### src/hw/rtl/stb_pkg.sv
// Shared types and constants for the soft timer bank.
package stb_pkg;

	localparam int NUM_TIMERS = 16;
	localparam int TIDX_W = (NUM_TIMERS > 1) ? $clog2(NUM_TIMERS) : 1;

	localparam int CMD_W = 3;
	localparam int IDX_W = 4;
	localparam int TICK_W = 16;

	localparam logic [TICK_W-1:0] WINDOW_RESET = 16'd50;

	typedef enum logic [CMD_W-1:0] {
		CMD_TICK    = 3'd0,
		CMD_SET     = 3'd1,
		CMD_RESTART = 3'd2,
		CMD_REARM   = 3'd3,
		CMD_STOP    = 3'd4,
		CMD_CHECK   = 3'd5
	} cmd_t;

	typedef enum logic [1:0] {
		ST_IDLE = 2'b01,
		ST_EXEC = 2'b10
	} state_t;

	// Commands from the controller to the datapath
	typedef struct packed {
		logic capture;
		logic execute;
	} dp_cmd_t;

endpackage

### src/hw/rtl/stb_ctrl.sv
// Controller state machine: input handshake, execute step and result valid.
module stb_ctrl (
	input  logic               clk,
	input  logic               arst_n,
	input  logic               in_valid,
	output logic               in_stall,
	output logic               out_valid,
	input  logic               out_stall,
	output stb_pkg::dp_cmd_t   dp_cmd
);

	stb_pkg::state_t state_q;
	logic            out_valid_q;
	logic            out_free;

	// Result register can take a new item when empty or being drained
	assign out_free = !out_valid_q || !out_stall;

	assign in_stall  = (state_q != stb_pkg::ST_IDLE);
	assign out_valid = out_valid_q;

	// Decode commands to the datapath
	always_comb begin
		dp_cmd.capture = 1'b0;
		dp_cmd.execute = 1'b0;
		unique case (state_q)
			stb_pkg::ST_IDLE: begin
				dp_cmd.capture = in_valid;
			end
			stb_pkg::ST_EXEC: begin
				dp_cmd.execute = out_free;
			end
			default: begin
				dp_cmd.capture = 1'b0;
				dp_cmd.execute = 1'b0;
			end
		endcase
	end

	// Advance state and track the result register
	always_ff @(posedge clk or negedge arst_n) begin
		if (!arst_n) begin
			state_q     <= stb_pkg::ST_IDLE;
			out_valid_q <= 1'b0;
		end else begin
			unique case (state_q)
				stb_pkg::ST_IDLE: begin
					if (in_valid) state_q <= stb_pkg::ST_EXEC;
				end
				stb_pkg::ST_EXEC: begin
					if (out_free) state_q <= stb_pkg::ST_IDLE;
				end
				default: begin
					state_q <= stb_pkg::ST_IDLE;
				end
			endcase
			if (dp_cmd.execute) begin
				out_valid_q <= 1'b1;
			end else if (!out_stall) begin
				out_valid_q <= 1'b0;
			end
		end
	end

endmodule

### src/hw/rtl/stb_dp.sv
// Datapath: tick counter, window flag, timer table and result register.
module stb_dp (
	input  logic                          clk,
	input  logic                          arst_n,
	input  stb_pkg::dp_cmd_t              dp_cmd,
	input  logic                          cfg_we,
	input  logic [stb_pkg::TICK_W-1:0]    cfg_wdata,
	input  logic [stb_pkg::CMD_W-1:0]     cmd,
	input  logic [stb_pkg::IDX_W-1:0]     timer_index,
	input  logic [stb_pkg::TICK_W-1:0]    interval,
	input  logic                          start_flag,
	output logic                          expired,
	output logic                          running,
	output logic [stb_pkg::TICK_W-1:0]    tick_value
);

	// Captured input item
	logic [stb_pkg::CMD_W-1:0]  cmd_q;
	logic [stb_pkg::IDX_W-1:0]  idx_q;
	logic [stb_pkg::TICK_W-1:0] ivl_q;
	logic                       start_q;

	// Bank state
	logic [stb_pkg::TICK_W-1:0] wrap_window_q;
	logic [stb_pkg::TICK_W-1:0] tick_q;
	logic                       window_q;
	logic [stb_pkg::TICK_W-1:0] interval_q [stb_pkg::NUM_TIMERS];
	logic [stb_pkg::TICK_W-1:0] deadline_q [stb_pkg::NUM_TIMERS];
	logic                       wrapped_q  [stb_pkg::NUM_TIMERS];
	logic                       running_q  [stb_pkg::NUM_TIMERS];

	// Result register
	logic                       expired_q;
	logic                       running_out_q;
	logic [stb_pkg::TICK_W-1:0] tick_out_q;

	// Next-value logic
	logic [stb_pkg::TIDX_W-1:0] sel;
	logic                       idx_ok;
	logic [stb_pkg::TICK_W-1:0] tick_nxt;
	logic [stb_pkg::TICK_W-1:0] arm_ivl;
	logic [stb_pkg::TICK_W-1:0] arm_dl;
	logic                       arm_wrap;
	logic                       do_arm;
	logic                       run_nxt;
	logic                       wrap_nxt;
	logic                       exp_nxt;

	assign sel    = stb_pkg::TIDX_W'(idx_q);
	assign idx_ok = (32'(idx_q) < 32'(stb_pkg::NUM_TIMERS));

	assign tick_nxt = tick_q + 16'd1;
	assign arm_ivl  = (cmd_q == stb_pkg::CMD_SET) ? ivl_q : interval_q[sel];
	assign arm_dl   = tick_q + arm_ivl;
	assign arm_wrap = (arm_dl < tick_q);

	// Work out the addressed timer's next run state, wrap mark and check result
	always_comb begin
		do_arm   = 1'b0;
		run_nxt  = running_q[sel];
		wrap_nxt = wrapped_q[sel];
		exp_nxt  = 1'b0;
		case (cmd_q)
			stb_pkg::CMD_SET: begin
				do_arm  = 1'b1;
				run_nxt = start_q;
			end
			stb_pkg::CMD_RESTART: begin
				do_arm  = 1'b1;
				run_nxt = 1'b1;
			end
			stb_pkg::CMD_REARM: begin
				do_arm = 1'b1;
			end
			stb_pkg::CMD_STOP: begin
				run_nxt = 1'b0;
			end
			stb_pkg::CMD_CHECK: begin
				if (!wrapped_q[sel]) begin
					exp_nxt = running_q[sel] && (tick_q >= deadline_q[sel]);
				end else if (window_q) begin
					wrap_nxt = 1'b0;
				end
			end
			default: begin
				do_arm = 1'b0;
			end
		endcase
		if (do_arm) wrap_nxt = arm_wrap;
		if (!idx_ok) begin
			do_arm  = 1'b0;
			exp_nxt = 1'b0;
		end
	end

	// Capture the item and the window register
	always_ff @(posedge clk or negedge arst_n) begin
		if (!arst_n) begin
			wrap_window_q <= stb_pkg::WINDOW_RESET;
		end else if (cfg_we) begin
			wrap_window_q <= cfg_wdata;
		end
	end

	always_ff @(posedge clk) begin
		if (dp_cmd.capture) begin
			cmd_q   <= cmd;
			idx_q   <= timer_index;
			ivl_q   <= interval;
			start_q <= start_flag;
		end
	end

	// Apply the command to the bank state
	always_ff @(posedge clk or negedge arst_n) begin
		if (!arst_n) begin
			tick_q   <= '0;
			window_q <= 1'b0;
			for (int i = 0; i < stb_pkg::NUM_TIMERS; i++) begin
				interval_q[i] <= '0;
				deadline_q[i] <= '0;
				wrapped_q[i]  <= 1'b0;
				running_q[i]  <= 1'b0;
			end
		end else if (dp_cmd.execute) begin
			if (cmd_q == stb_pkg::CMD_TICK) begin
				tick_q   <= tick_nxt;
				window_q <= (tick_nxt <= wrap_window_q);
			end else if (idx_ok) begin
				running_q[sel] <= run_nxt;
				wrapped_q[sel] <= wrap_nxt;
				if (do_arm) deadline_q[sel] <= arm_dl;
				if (cmd_q == stb_pkg::CMD_SET) interval_q[sel] <= ivl_q;
			end
		end
	end

	// Load the result register
	always_ff @(posedge clk) begin
		if (dp_cmd.execute) begin
			expired_q <= exp_nxt;
			if (cmd_q == stb_pkg::CMD_TICK) begin
				running_out_q <= idx_ok && running_q[sel];
				tick_out_q    <= tick_nxt;
			end else begin
				running_out_q <= idx_ok && run_nxt;
				tick_out_q    <= tick_q;
			end
		end
	end

	assign expired    = expired_q;
	assign running    = running_out_q;
	assign tick_value = tick_out_q;

endmodule

### src/hw/rtl/soft_timer_bank.sv
// An accepted item is captured, then executed into the result register once it is free;
// in_stall stays high until that execute, so no new item is taken before the last is done.
// The result register frees the input side while a result waits to be taken.
// Reset: arst_n clears the tick counter, window flag and all timers (stopped);
// the window register resets to 50. No clearing pass is needed.
// Top level of the soft timer bank.
module soft_timer_bank (
	input  logic                          clk,
	input  logic                          arst_n,
	input  logic                          cfg_we,
	input  logic [stb_pkg::TICK_W-1:0]    cfg_wdata,
	input  logic                          in_valid,
	output logic                          in_stall,
	input  logic [stb_pkg::CMD_W-1:0]     cmd,
	input  logic [stb_pkg::IDX_W-1:0]     timer_index,
	input  logic [stb_pkg::TICK_W-1:0]    interval,
	input  logic                          start_flag,
	output logic                          out_valid,
	input  logic                          out_stall,
	output logic                          expired,
	output logic                          running,
	output logic [stb_pkg::TICK_W-1:0]    tick_value
);

	stb_pkg::dp_cmd_t dp_cmd;

	stb_ctrl u_ctrl (
		.clk       (clk),
		.arst_n    (arst_n),
		.in_valid  (in_valid),
		.in_stall  (in_stall),
		.out_valid (out_valid),
		.out_stall (out_stall),
		.dp_cmd    (dp_cmd)
	);

	stb_dp u_dp (
		.clk         (clk),
		.arst_n      (arst_n),
		.dp_cmd      (dp_cmd),
		.cfg_we      (cfg_we),
		.cfg_wdata   (cfg_wdata),
		.cmd         (cmd),
		.timer_index (timer_index),
		.interval    (interval),
		.start_flag  (start_flag),
		.expired     (expired),
		.running     (running),
		.tick_value  (tick_value)
	);

endmodule
### config.mk
export PLATFORM = sky130hd
export DESIGN_NAME = soft_timer_bank
export DESIGN_NICKNAME = d
export VERILOG_FILES = /design/src/hw/rtl/stb_pkg.sv /design/src/hw/rtl/stb_ctrl.sv /design/src/hw/rtl/stb_dp.sv /design/src/hw/rtl/soft_timer_bank.sv
export SDC_FILE = /design/constraint.sdc
export NUM_CORES = 1
export LEC_CHECK = 0
export BUFFER_PORTS_ARGS = -buffer_cell sky130_fd_sc_hd__buf_2
export CORE_ASPECT_RATIO = 1.4
export CORE_MARGIN = 1
export CORE_UTILIZATION = 35
export CTS_CLUSTER_SIZE = 24
export DETAILED_ROUTE_END_ITERATION = 10
export MAX_ROUTING_LAYER = met4
export SLEW_MARGIN = 15
export SYNTH_ARGS = -nofsm -noshare
export SYNTH_HDL_FRONTEND = slang
export SYNTH_SLANG_ARGS = --single-unit
### constraint.sdc
create_clock -name clk -period 7.3 [get_ports clk]
set_input_delay 0 -clock clk [delete_from_list [all_inputs] [get_ports clk]]
set_output_delay 0 -clock clk [all_outputs]
set_load 0.05 [all_outputs]
# Word level (Yosys, flattened, before mapping)
# Index checks and enable logic that the tools add are counted.
[totals]
input_bits = 45
regBits = 622
latch_bits = 0
output_inout_bits = 20
mem_bits_rw = 0
n_memories = 0
rom_bits = 0
[classes]
reduce_logical = 13
mul = 0
n_shift = 0
n_eq_ne = 11
addsub = 2
div = 0
n_bitwise = 3
mux = 36
magnitude_cmp = 5
[op_table]
columns = ["operator", "count"]
rows = [
  ["$bwmux 256", 2],
  ["$bmux 16 s4", 2],
  ["$mux 16", 7],
  ["$demux 16 s4", 1],
  ["$bwmux 16", 2],
  ["$add 16x1->16 const B", 1],
  ["$add 16x16->16", 1],
  ["$ge 16x16->1", 1],
  ["$le 16x16->1", 1],
  ["$lt 16x16->1", 1],
  ["$mux 1", 15],
  ["$bmux 1 s4", 2],
  ["$eq 3x2->1 const B", 2],
  ["$eq 3x3->1 const B", 2],
  ["$ne 2x1->1 const B", 3],
  ["$reduce_and 2->1", 3],
  ["$reduce_and 3->1", 2],
  ["$ge 5x5->1 const B", 1],
  ["$lt 5x1->1 const B", 1],
  ["$not 4->5", 1],
  ["$demux 1 s4", 1],
  ["$mux 2", 2],
  ["$pmux 2 s2", 1],
  ["$eq 3x1->1 const B", 1],
  ["11 further kinds", 14],
]

# Longest topological paths before layout
[logic_depth]
depth_word = 9
ltp_mapped = 25

# Hierarchy
# From an unflattened synthesis, not the netlist that was laid out.
[hier_totals]
hier_cells = 2260
area_unflattened_um2 = 29278.1
[by_module_without_submodules]
columns = ["mod", "cells_per_inst", "seq_area_each_um2", "instances", "area_each_um2"]
rows = [
  ["stb_dp", 2248, 15703.8, 1, 29149.2],
  ["stb_ctrl", 12, 76.3, 1, 128.9],
]

# Least setup slack after synthesis
# No wires, ideal clock.
[synth_path]
kind = "register to register"
start = "register u_dp.idx_q[0] (netlist bit)"
end = "register u_dp.wrapped_q[10] (netlist bit)"
path_buffers = 5
stages_incl_launch_ff = 23
required_ps = 7175
path_slack_ps = 1243
arrival_time_ps = 5932
cell_sequence = "edfxtp_1 > buf_6 > buf_6 > buf_1 > mux4_2 > mux4_2 > mux2_2 > ha_1 > fa_1 > a21oi_1 > o221a_2 > o21ai_0 > a21oi_1 > o21a_1 > xor2_1 > clkbuf_1 > inv_1 > ha_1 > nand4_1 > a2111oi_0 > o21ai_1 > clkbuf_1 > mux2_2"
[synth_via]
elab_chain_len = 9
elab_cells_between_ends = 19
classes_between = "add/sub: 1; order compare: 3; mux: 13; bitwise: 1; reduce/logical: 1"
[synth_lines]
columns = ["item", "line_no", "text"]
rows = [
  ["from (decl)", "stb_dp.sv:19", "logic [stb_pkg::IDX_W-1:0] idx_q;"],
  ["from (signal assigned)", "stb_dp.sv:108", "idx_q <= timer_index;"],
  ["$not 4->5 (not written as such)", "stb_dp.sv:53", "assign arm_ivl = (cmd_q == stb_pkg::CMD_SET) ? ivl_q : interval_q[sel];"],
  ["$bmux 16 s4", "stb_dp.sv:53", ""],
  ["$mux 16 (not written as such) (2 in a row)", "stb_dp.sv:53", ""],
  ["$mux 16", "stb_dp.sv:53", ""],
  ["$add 16x16->16", "stb_dp.sv:54", "assign arm_dl = tick_q + arm_ivl;"],
  ["via u_dp.arm_dl, one bit", "stb_dp.sv:42", "logic [stb_pkg::TICK_W-1:0] arm_dl;"],
  ["$lt 16x16->1", "stb_dp.sv:55", "assign arm_wrap = (arm_dl < tick_q);"],
  ["$mux 1", "stb_dp.sv:89", "if (do_arm) wrap_nxt = arm_wrap;"],
  ["$bwmux 16", "stb_dp.sv:131", "wrapped_q[sel] <= wrap_nxt;"],
  ["to (signal, indexed assignment)", "stb_dp.sv:131", ""],
  ["to (decl)", "stb_dp.sv:29", "logic wrapped_q [stb_pkg::NUM_TIMERS];"],
]
# The timed path passes the listed nets, and every way through them passes these cells. The select of a mux whose other input is x is not followed.
# A chain may end at the register's enable or synchronous reset.

# Worst setup path after layout
[layout_path]
start = "register u_dp.idx_q[0] (netlist bit)"
end = "register u_dp.wrapped_q[15] (netlist bit)"
# Same word-level chain as after synthesis.

==> results.sh <==
export IMPL_fin_nets=2423
export IMPL_grt_antenna_before_repair=0
export IMPL_postCtsSetupBuffers=0
export IMPL_dp_worst_setup_slack_ns=0.6353
export IMPL_yosys_warnings=0
export IMPL_dieArea_sq_um=84510
export IMPL_outcome="completed"
export IMPL_layoutNonFillerInstCount=3437
export IMPL_synth_distinct_cells=58
export IMPL_fin_crit_sh=0.8616
export IMPL_mostFrequentLayoutCell="dfrtp_1"
export IMPL_synth_edf_count=42
export IMPL_postSynthAreaPerCell_sq_um=13.30
export IMPL_worst_ep_arrival_time_ns=6.76
export IMPL_clock_root_buffer="clkbuf_16"
export IMPL_end_kind="flop"
export IMPL_num_antenna_cells=0
export IMPL_path_buf_inv=4
export IMPL_synth_seq_area_share=0.5411
export IMPL_drtAntennaViolNets=0
export IMPL_hpwlAfterDp_um=48630
export IMPL_fin_ws_ns=1.011
export IMPL_seq_area_sq_um=15780
export IMPL_dr_pass1_iters=5
export IMPL_place_detailed_instances=3244
export IMPL_setup_tns_final_ns=0
export IMPL_core_area_sq_um=82070
export IMPL_clockBufferDepth=3
export IMPL_synth_flop_cell="dfrtp_1"
export IMPL_required_ns=7.77
export IMPL_ys_ff_latch=622
export IMPL_place_area_sq_um=30760
export IMPL_cts_tree="built"
export IMPL_vias=18150
export IMPL_die_height_um=343.6
export IMPL_syn_to_final_growth_pct=15.10
export IMPL_grt_usage=0.1897
export IMPL_finalSetupViolations=0
export IMPL_cts_made_buffers=66
export IMPL_finalHoldViolCount=0
export IMPL_cpLargestDelayFamily="compound AO/OA/AOI/OAI gates"
export IMPL_critical_path_class="reg -> reg"
export IMPL_power_mw=7.989
export IMPL_drt_initial_drc_count=1248
export IMPL_grt_max_degree=132
export IMPL_final_util=0.4090
export IMPL_final_cell_area_sq_um=33570
export IMPL_crit_chain="buf_12 -> buf_4 -> mux4_2 -> mux4_2 -> mux2_2 -> ha_1 -> a21oi_1 -> o21ai_1 -> o31a_1 -> a21boi_1 -> o21ai_0 -> xnor2_1 -> buf_4 -> inv_1 -> ha_1 -> nand4_1 -> a2111oi_0 -> o21ai_2 -> mux2_2"
export IMPL_period_minus_slack_ns=6.290
export IMPL_grt_ovfl_total=0
export IMPL_grt_pass1_wl_um=117600
export IMPL_syn_nets=2301
export IMPL_die_width_um=246.0
export IMPL_clock_skew_ns=0.02413
export IMPL_vdd_drop_max_uv=178.8
export IMPL_final_cell_mix="dfrtp_1 (576), mux2_2 (350), nand2_1 (299)"
export IMPL_h_tree_depth=3
export IMPL_crit_fanout=35
export IMPL_async_flop_share=0.9325
export IMPL_insertion_delay_ns=0.61
export IMPL_synthCells=2193
export IMPL_fmax_ghz=0.1590
export IMPL_cap_violations=0
export IMPL_drv_slew=0
export IMPL_grt_pass1_vias=19450
export IMPL_ios=65
export IMPL_ctsResizeCount=0
export IMPL_fillCellCount=7502
export IMPL_holdWs_ns=0.05766
export IMPL_rows=124
export IMPL_relSlewSlack=0.3061
export IMPL_rsz0062_at_grt="no"
export IMPL_multi_input_area_sq_um=12500
export IMPL_synth_area_sq_um=29170
export IMPL_cpPeakStageDelay_ns=0.66
export IMPL_portBuffers=64
export IMPL_gp_congestion=0.8866
export IMPL_power_per_cell_area_nw_per_um2=238.0
export IMPL_startpoint_type="flop"
export IMPL_drive_above_1_share=0.3229
export IMPL_worst_slew_pin_slew_ns=1.038
export IMPL_p_leak_nw=15.29
export IMPL_start_util=0.3554
export IMPL_vias_per_cell=5.280
export IMPL_drt_wirelength_per_cell_um=22.04
export IMPL_drt_total_wl_um=75740
export IMPL_critPathSlowestCell="edfxtp_1"
export IMPL_cts_sinks=622
export IMPL_drc=0
export IMPL_hold_class="in -> async"
export IMPL_path_clk_slew_ns=0.06
report_power, final:
part	leakage (nW)	internal, mW	switching [mW]
clock	1.01	1.88	1.37
combinational	5.96	0.404	0.506
sequential	8.32	3.69	0.148
registers in the layout (all words and copies together) (netlist names):
signal,flops
u_ctrl.state_q,2
u_dp.running,1
u_dp.cmd_q,3
u_dp.running_q,16
u_ctrl.out_valid,1
u_dp.interval_q,256
u_dp.expired,1
u_dp.tick_q,16
u_dp.idx_q,4
u_dp.wrap_window_q,16
u_dp.wrapped_q,16
u_dp.window_q,1
u_dp.deadline_q,256
u_dp.start_q,1
u_dp.tick_value,16
u_dp.ivl_q,16
worst paths after layout:
| check | start | to | slack (ns) | cells after the start |
|---|---|---|---|---|
| max | u_dp.idx_q[0] | u_dp.wrapped_q[15] | 1.01 | 19 |
| min | arst_n | u_dp.tick_q[10] | 0.06 | 2 |
| max reg2reg | u_dp.idx_q[0] | u_dp.wrapped_q[15] | 1.01 | 19 |
| min reg2reg | u_dp.deadline_q[143] | u_dp.deadline_q[143] | 0.47 | 2 |
| max in group asynchronous | arst_n | u_dp.deadline_q[50] | 5.28 | 4 |
| min in group clk | cmd[1] | u_dp.cmd_q[1] | 0.10 | 2 |
synthesized netlist by cell type, drive strengths merged (4+ instances only):
library cell,n,area (sq um)
clkbuf,100,375.4
buf,53,282.8
nor3,12,60.06
ha,62,775.7
dfstp,4,105.1
nor2b,7,43.79
dfrtp,576,14410
nand3,15,75.07
nand2b,9,56.30
a21oi,21,108.9
xnor2,53,471.7
o21a,10,75.07
and3,4,25.02
nand4,6,37.54
nor2,39,146.4
mux4,170,3844
o21ai,238,1225
xor2,6,52.55
inv,64,240.2
edfxtp,42,1261
a21o,12,90.09
nand2,301,1130
a211oi,4,30.03
mux2,352,3964
routing by layer:
layer / part of all wire / track usage
met3: 0.035 / 0.02192
met1: 0.39 / 0.2181
met4: 0.040 / 0.08333
met5: 0 / -
met2: 0.53 / 0.3313
timing repair:
item / CTS / global route
setup endpoints to repair: 0 / 0
hold endpoints to repair: 149 / 0
hold buffers: 74 / 0
worst reg2reg max path, delay by kind of cell (launching register included):
kind	cells	cell delay, ns
buffers and inverters	4	1.03
flip-flops	1	0.66
AO/OA/AOI/OAI	7	1.98
adder cells (fa/ha/maj)	2	0.49
AND/OR/NAND/NOR	1	0.12
multiplexers	4	1.73
XOR/XNOR	1	0.16
cells by family (layout without fill, tap and decap cells):
| logic type | after synthesis | in the layout | synth area share |
|---|---|---|---|
| fa+ha+maj | 64 | 64 | 0.02763 |
| simple gates | 404 | 404 | 0.05697 |
| compound gates | 303 | 303 | 0.05740 |
| buf+inv | 218 | 391 | 0.03093 |
| xor+xnor | 59 | 59 | 0.01798 |
| flops | 622 | 622 | 0.5411 |
| mux | 523 | 523 | 0.2680 |
final cells by class:
| type | count | area share |
|---|---|---|
| Tap cell | 1071 | 0.03992 |
| Clock inverter | 17 | 0.003503 |
| Sequential cell | 622 | 0.4701 |
| Timing Repair Buffer | 207 | 0.04882 |
| Inverter | 65 | 0.007268 |
| Multi-Input combinational cell | 1353 | 0.3723 |
| Clock buffer | 102 | 0.05810 |
Note: power is estimated with default switching activity, not from simulation.
